[src/rtl/core/fixed_point_q16_mul_div_mad_defines.svh]
// Assertion macros for the Q16 fixed-point multiply/divide/multiply-add unit.
// No dependencies; included by the modules that carry assertions.
`ifndef FIXED_POINT_Q16_MUL_DIV_MAD_DEFINES_SVH
`define FIXED_POINT_Q16_MUL_DIV_MAD_DEFINES_SVH

// Same-cycle implication, sampled on clk, muted in reset.
`define FQMD_ASSERT_NOW(lbl, ante, cons, msg) \
  lbl: assert property (@(posedge clk) disable iff (rst) (ante) |-> (cons)) else $error(msg);

// Next-cycle implication, sampled on clk, muted in reset.
`define FQMD_ASSERT_NEXT(lbl, ante, cons, msg) \
  lbl: assert property (@(posedge clk) disable iff (rst) (ante) |=> (cons)) else $error(msg);

`endif

[src/rtl/core/fqmd_pkg.sv]
// Shared constants and types for the Q16 fixed-point arithmetic unit.
// No dependencies.
package fqmd_pkg;

  localparam int FRAC_BITS_DEF = 16;

  // operation codes
  localparam logic [1:0] KIND_MUL = 2'd0;
  localparam logic [1:0] KIND_DIV = 2'd1;
  localparam logic [1:0] KIND_MAD = 2'd2;
  localparam logic [1:0] KIND_RSV = 2'd3;  // reserved, runs as multiply

  localparam logic [31:0] RES_MAX = 32'h7FFF_FFFF;
  localparam logic [31:0] RES_MIN = 32'h8000_0000;

  // per-word control flags that ride down the pipe
  typedef struct packed {
    logic is_div;
    logic dz;
    logic qneg;
    logic a_neg;
    logic mul_ovf;
  } ctl_t;

endpackage

[src/rtl/core/fqmd_div_stage.sv]
// One restoring-division stage: produces one quotient bit per word.
// Depends on fqmd_pkg (ctl_t).
module fqmd_div_stage #(
  parameter int FRAC_BITS = fqmd_pkg::FRAC_BITS_DEF
) (
  input  logic                    clk,
  input  logic                    rst,
  input  logic                    up_valid,
  output logic                    up_ready,
  input  fqmd_pkg::ctl_t          up_ctl,
  input  logic [31:0]             up_rem,
  input  logic [32+FRAC_BITS-1:0] up_quo,
  input  logic [31:0]             up_dvs,
  input  logic [31:0]             up_mres,
  output logic                    dn_valid,
  input  logic                    dn_ready,
  output fqmd_pkg::ctl_t          dn_ctl,
  output logic [31:0]             dn_rem,
  output logic [32+FRAC_BITS-1:0] dn_quo,
  output logic [31:0]             dn_dvs,
  output logic [31:0]             dn_mres
);

  localparam int QW = 32 + FRAC_BITS;

  logic [32:0] sh;
  logic [33:0] diff;
  logic        take;
  logic [31:0] rem_next;
  logic [QW-1:0] quo_next;

  always_comb begin
    sh       = {up_rem, up_quo[QW-1]};
    diff     = {1'b0, sh} - {2'b00, up_dvs};
    take     = !diff[33];
    rem_next = take ? diff[31:0] : sh[31:0];
    quo_next = {up_quo[QW-2:0], take};
  end

  assign up_ready = !dn_valid || dn_ready;

  always_ff @(posedge clk) begin
    if (rst) begin
      dn_valid <= 1'b0;
    end else if (up_ready) begin
      dn_valid <= up_valid;
    end
  end

  always_ff @(posedge clk) begin
    if (up_valid && up_ready) begin
      dn_ctl  <= up_ctl;
      dn_rem  <= rem_next;
      dn_quo  <= quo_next;
      dn_dvs  <= up_dvs;
      dn_mres <= up_mres;
    end
  end

endmodule

[config.mk]
export PLATFORM = sky130hd
export DESIGN_NAME = fqmd_div_stage
export DESIGN_NICKNAME = d
export VERILOG_FILES = /design/src/rtl/core/fixed_point_q16_mul_div_mad_defines.svh /design/src/rtl/core/fqmd_pkg.sv /design/src/rtl/core/fqmd_div_stage.sv
export SDC_FILE = /design/constraint.sdc
export NUM_CORES = 1
export LEC_CHECK = 0
export ABC_AREA = 1
export BUFFER_PORTS_ARGS = -buffer_cell sky130_fd_sc_hd__buf_2
export CAP_MARGIN = 0
export CORE_UTILIZATION = 49
export CTS_CLUSTER_DIAMETER = 30
export CTS_CLUSTER_SIZE = 10
export DETAILED_ROUTE_END_ITERATION = 10
export GPL_TIMING_DRIVEN = 0
export PLACE_DENSITY = 0.85
export SYNTH_ARGS = -nofsm -noshare
export SYNTH_HDL_FRONTEND = slang
export SYNTH_SLANG_ARGS = --single-unit
[constraint.sdc]
create_clock -name clk -period 11.1 [get_ports clk]
set_input_delay 2.22 -clock clk [delete_from_list [all_inputs] [get_ports clk]]
set_output_delay 2.22 -clock clk [all_outputs]
set_load 0.02 [all_outputs]
==> results.txt, run 1 <==
Final net count: 1307
Commonest non-fill, non-tap cell in the layout: buf_2
Hold buffers post-CTS: 0
Htree depth: 4
Worst R2R Setup Slack: 9340 ps
Skew final: 7.02 ps
Setup TNS: 0 ps
Worst-path maximum fanout: 2
Reg2reg start: dn_valid
Filler cells: 1238
Clock sinks: 150
Int Power: 1.08 mW
Worst path required time: 8880 ps
Setup WS post-layout: 6230 ps
Final Setup Violations: 0
Worst setup EP type: output port
Slowest-stage cell, CP: buf_2
Combinational share of power: 20.5%
Synth unique cells: 31
Clock power frac: 34.7%
WL per Instance: 16.2 um
Port bufs: 303
HP Class: flop to flop
Post-Synthesis Net Count: 980
Max-cap violations: 0
Die W: 127 um
Worst EP arrival: 2650 ps
Worst Setup SP: dn_ready
Routability cong.: 0.897
Register bit total from synthesis: 150
Initial antenna violation count: 8
Minimum clock period: 4870 ps
Maximum VDD drop: 0.100 mV
Layout area overhead: 31.9%
Critical-path cell list: buf_2 > inv_1 > nand2_1 > buf_2
Synth Cell Area: 7650 um^2
Sequential fraction of the synthesis area: 58.7%
Die Ht: 127 um
CTS tree: done
First drt pass iteration count: 5
Initial Utilization: 50.3%
Avg Cell Area, Syn: 9.64 um^2
DRC violations left: 0
Core Area: 15200 um^2
Setup CP Type: input port to output port
Worst hold path cell count: 2
IO Pins: 304
Cells after Synth: 794
Ys Warns: 0
Max Buffers Root-to-Sink: 2
RSZ-0062 raised after global routing: no
Gr busiest metal: met2
Place WS: 6240 ps
Net Sw Power: 456 uW
CTS clk-pin slew, worst paths: 60 ps
Largest net degree at the start of global routing: 33
GRT Residual Overflow: 0
Total Wirelength: 21600 um
Routed Antenna Nets: 0
WHS Endpoint: dn_valid
Vias: 6382
Layout cell share with drive strength beyond 1: 33.5%
Startpoint Class: input port
P_leak: 5.13 nW
R2R Path End: dn_dvs[28]
Actual slew at the worst max-slew pin: 706 ps
Post-cts resize count: 0
Most Frequent Cell on Critical Path: buf_2
Via count of the first global-routing pass: 6256
Root Buffer: clkbuf_16
Most frequent cells in the layout: buf_2 (308), nand2_1 (265), edfxtp_1 (149), inv_1 (144), nand3_1 (58)
Status: finished clean
Skew-Pair Late Insertion Delay: 430 ps
Cell Rows: 45
Crit-path max cell delay: 160 ps
Drt via density: 4.80
Sequential power share: 44.7%
Post-detail-place hpwl: 17400 um
Post CTS Setup Buffer Count: 0
Max Freq: 205 MHz
Worst slew margin: 52.8%
Met3 usage: 6.57%
First-pass GRT wire length: 32500 um
Hold Fails Final Rpt: 0
Gr usage total: 27.2%
Sw Share: 29.8%
Met2 usage: 50.5%
Met1 Use GR: 29.3%
Die Area: 16100 um^2
Period Utilization, post-route: 43.8%
Max-slew violations: 0
Worst hold start: dn_valid
PD cells: 152 nW/um^2
Initial DRC count: 279
CTS Buf Count: 17
Worst Reg-to-Reg Cells: 3
-- registers in the layout (all words and copies together), names as in the netlist --
name,count
dn_ctl,5
dn_dvs,32
dn_quo,48
dn_valid,1
dn_mres,32
dn_rem,32
-- synthesized netlist by cell type --
library cell  number  share of area (%)
nor2_2             3               0.25
buf_2              5               0.33
ha_1              32                5.2
nor3_2             1               0.13
buf_6              2               0.29
o21bai_1           3               0.29
or2_2              1              0.082
buf_4              1              0.098
edfxtp_1         149                 58
a21oi_2            1               0.11
nand2_1          265                 13
xor2_1            15                1.7
o21ai_0            1              0.065
nand3_1           58                3.8
and3_1             1              0.082
a21oi_1           20                1.3
dfxtp_1            1               0.26
nor2_4             1               0.15
and2_1            10               0.82
nand3b_1           5               0.49
fa_1               1               0.26
inv_1            144                7.1
nand2_8            1               0.26
inv_2              3               0.15
nand4_1            7               0.57
nand2_2            4               0.33
nor3_1             3               0.20
nor2_1            40                2.0
buf_12             1               0.26
nand3_2           14                1.8
nand2_4            1               0.15
-- layer usage --
| metal | vias up | wire (um) | share of wire [%] |
|---|---|---|---|
| met5 | - | 0 | 0 |
| met4 | 0 | 357 | 1.7 |
| met3 | 30 | 1210 | 5.6 |
| met2 | 215 | 11700 | 54 |
| met1 | 2905 | 8300 | 38 |
| li1 | 3232 | - | - |
-- metrics by stage --
step / instances / hold slack [ps] / cell area [um^2] / util (%) / power, mW
detailed placement: 1290 / 532 / 9530 / 62.7 / 1.01
global route: 1329 / 615 / 10100 / 66.4 / 1.60
finish: 1329 / 592 / 10100 / 66.4 / 1.53
global placement: 1285 / 474 / 9400 / 61.9 / 1.01
CTS: 1321 / 584 / 10100 / 66.3 / 1.54
floorplan: 794 / 705 / 7650 / - / 0.903
-- power by group through the flow --
stage	Combinational [mW]	Clock, mW	Sequential [mW]
final	0.315	0.532	0.685
after global routing	0.347	0.560	0.689
after CTS	0.315	0.537	0.685
after detailed placement	0.312	0	0.697
after global placement	0.301	0	0.708
after floorplan	0.143	0	0.760
-- critical path: cells and delay by family --
kind	cells	cell delay, ps
simple gates	1	70
buf+inv	3	350
-- cells by family (layout without fill, tap and decap cells) --
family | after synthesis | after routing | synth area share, %
and+or+nand+nor | 415 | 415 | 24.1
buffers and inverters | 156 | 495 | 8.19
DFF | 150 | 150 | 58.7
adders and majority gates | 33 | 33 | 5.49
AOI/OAI and AO/OA | 25 | 25 | 1.78
xor gates and xnor gates | 15 | 15 | 1.72
other | 0 | 8 | 0
-- cell type report --
| class | count | area (um^2) | share of cell area [%] |
|---|---|---|---|
| Antenna cell | 8 | 20.0 | 0.198 |
| Buffer | 9 | 75.1 | 0.744 |
| Clock buffer | 17 | 425 | 4.21 |
| Clock inverter | 14 | 119 | 1.18 |
| Inverter | 147 | 552 | 5.47 |
| Multi-Input combinational cell | 488 | 2540 | 25.2 |
| Sequential cell | 150 | 4490 | 44.5 |
| Tap cell | 188 | 235 | 2.33 |
| Timing Repair Buffer | 308 | 1630 | 16.2 |
-- how the worst max path moves through the flow --
stage | endpoint | slack (ps) | depth (start not counted)
floorplan | dn_ctl[0] | 960 | 2
global placement | dn_dvs[28] | -1750 | 3
detailed placement | up_ready | 6240 | 4
CTS | up_ready | 6230 | 4
global route | up_ready | 6190 | 4
finish | up_ready | 6230 | 4
Power figures use the tool's default switching activity.
==> inputs of run 2 (changes only) <==
==> constraint.sdc (replaced) <==
create_clock -name clk -period 5.05 [get_ports clk]
set_input_delay 1.01 -clock clk [delete_from_list [all_inputs] [get_ports clk]]
set_output_delay 1.01 -clock clk [all_outputs]
set_load 0.02 [all_outputs]
==> run 2 against run 1 <==
Against the previous run: sequential cell count unchanged; critical path depth is 11 higher; die area did not move; worst hold slack lost 20 ps; largest power group unchanged.
==> results.txt, run 2 (synthesized netlist as in run 1, its figures left out) <==
IO Pins: 304 (unchanged)
Worst path required time: 5230 ps (-3650 ps)
Skew-Pair Late Insertion Delay: 430 ps (about the same)
Worst-path maximum fanout: 4 (+2)
Largest net degree at the start of global routing: 30 (-9.1%)
Setup TNS: 0 ps (unchanged)
Layout cell share with drive strength beyond 1: 33.3% (-0.12 points)
Crit-path max cell delay: 480 ps (+320 ps)
Initial antenna violation count: 9 (+1)
Hold buffers post-CTS: 0 (unchanged)
Max-slew violations: 0 (unchanged)
DRC violations left: 0 (unchanged)
CTS clk-pin slew, worst paths: 60 ps (about the same)
Max reg flops: 48 (unchanged)
Initial Utilization: 50.3% (unchanged)
Port bufs: 303 (unchanged)
Worst setup EP type: flop
Worst hold path cell count: 2 (unchanged)
Post-detail-place hpwl: 17400 um (+0.26%)
Commonest non-fill, non-tap cell in the layout: buf_2
Die Ht: 127 um (unchanged)
Clock sinks: 150 (unchanged)
CTS Buf Count: 17 (unchanged)
GRT Residual Overflow: 0 (unchanged)
Drt via density: 4.93 (+2.6%)
Maximum VDD drop: 0.209 mV (+110%)
Die Area: 16100 um^2 (unchanged)
RSZ-0062 raised after global routing: no
Worst slew margin: 46.6% (-6.2 points)
Cell Rows: 45 (unchanged)
Layout area overhead: 32.3%
Max Buffers Root-to-Sink: 2 (unchanged)
Total Wirelength: 21800 um (+0.98%)
HP Class: flop to flop
Startpoint Class: input port
Initial DRC count: 364 (+30%)
Period Utilization, post-route: 55.7%
Final Setup Violations: 0 (unchanged)
Vias: 6566 (+2.9%)
Design Power: 3.43 mW (+120%)
Reg with most FFs: dn_quo
Core Area: 15200 um^2 (unchanged)
Die W: 127 um (unchanged)
Max Freq: 355 MHz
Actual slew at the worst max-slew pin: 799 ps (+92.7 ps)
Worst EP arrival: 2990 ps (+340 ps)
Post-cts resize count: 0 (unchanged)
Slowest-stage cell, CP: fa_1
Post CTS Setup Buffer Count: 0 (unchanged)
First-pass GRT wire length: 31900 um (-1.7%)
Worst Reg-to-Reg Cells: 3 (unchanged)
Critical-path cell list: buf_2 > inv_1 > ha_1 > inv_1 > fa_1 > nand3_1 > nand3_1 > nand2_1 > nand2_1 > nand2_1 > nand2_1 > nand2_1 > nand3_1 > nand3_2 > nand2_1
Htree depth: 4 (unchanged)
Minimum clock period: 2810 ps
First drt pass iteration count: 5 (unchanged)
P_leak: 5.14 nW (about the same)
Most frequent cells in the layout: buf_2 (308), nand2_1 (265), edfxtp_1 (149), inv_1 (144), nand3_1 (58)
Setup CP Type: input port to flop
Gr usage total: 26.9% (-0.25 points)
Root Buffer: clkbuf_16
Routability cong.: 0.879 (-2.1%)
CTS tree: done
Routed Antenna Nets: 0 (unchanged)
Hold Fails Final Rpt: 0 (unchanged)
Final net count: 1307 (unchanged)
Via count of the first global-routing pass: 6260 (+0.064%)
PD cells: 339 nW/um^2 (+120%)
WL per Instance: 16.3 um (+0.68%)
Most Frequent Cell on Critical Path: nand2_1
Status: finished clean
Skew final: 6.22 ps (-0.801 ps)
Max-cap violations: 0 (unchanged)
==> run 2: cell count changes in the layout (fill, tap and decap cells not counted), sizes merged <==
| cell | change |
|---|---|
| bufinv | +1 |
| diode | +3 |
| clkinv | -2 |
| clkinvlp | +1 |
| clkbuf | +1 |
==> run 2: critical path: cells and delay by family <==
kind                     cells  cell delay [ps]
AND/OR/NAND/NOR             10             1130
adder cells (fa/ha/maj)      2              620
buffers and inverters        3              250
==> run 2: metrics by stage <==
step / instance area [um^2] / util, % / std cells / hold WS (ps) / setup slack, ps
after detailed placement: 9530 / 62.7 / 1290 / 556 / 1840
after CTS: 10100 / 66.4 / 1322 / 566 / 2290
after floorplan: 7660 / - / 794 / 740 / 1040
after global placement: 9420 / 61.9 / 1285 / 509 / 85.2
after global routing: 10100 / 66.6 / 1332 / 597 / 2100
final: 10100 / 66.6 / 1333 / 571 / 2240
==> run 2: final cells by class <==
type | instances | area (um^2)
antenna | 11 | 27.5
buffer | 9 | 75.1
clock buffer | 18 | 429
clock inverter | 14 | 139
fill | 1213 | 5080
inverter | 147 | 552
multi-input combinational | 488 | 2540
sequential | 150 | 4490
tap | 188 | 235
timing repair buffer | 308 | 1630
==> run 2: worst paths after layout <==
path              startpoint     endpoint  slack, ps
setup / recovery  up_quo[47]   dn_rem[28]       2240
hold / removal      dn_valid     dn_valid        570
setup reg to reg    dn_valid  dn_mres[14]       3240
hold reg to reg     dn_valid     dn_valid        570
==> run 2: metal layers <==
layer / global-route usage, % / share of wire, %
met1: 29.2 / 37
met3: 5.65 / 6.0
met5: 0 / 0
met2: 48.6 / 53
met4: 15.9 / 3.9
==> run 2: where the power goes <==
part,switching [mW],total (mW),internal [mW]
clock network,0.539,1.23,0.691
registers,0.0219,1.51,1.48
logic,0.453,0.694,0.241
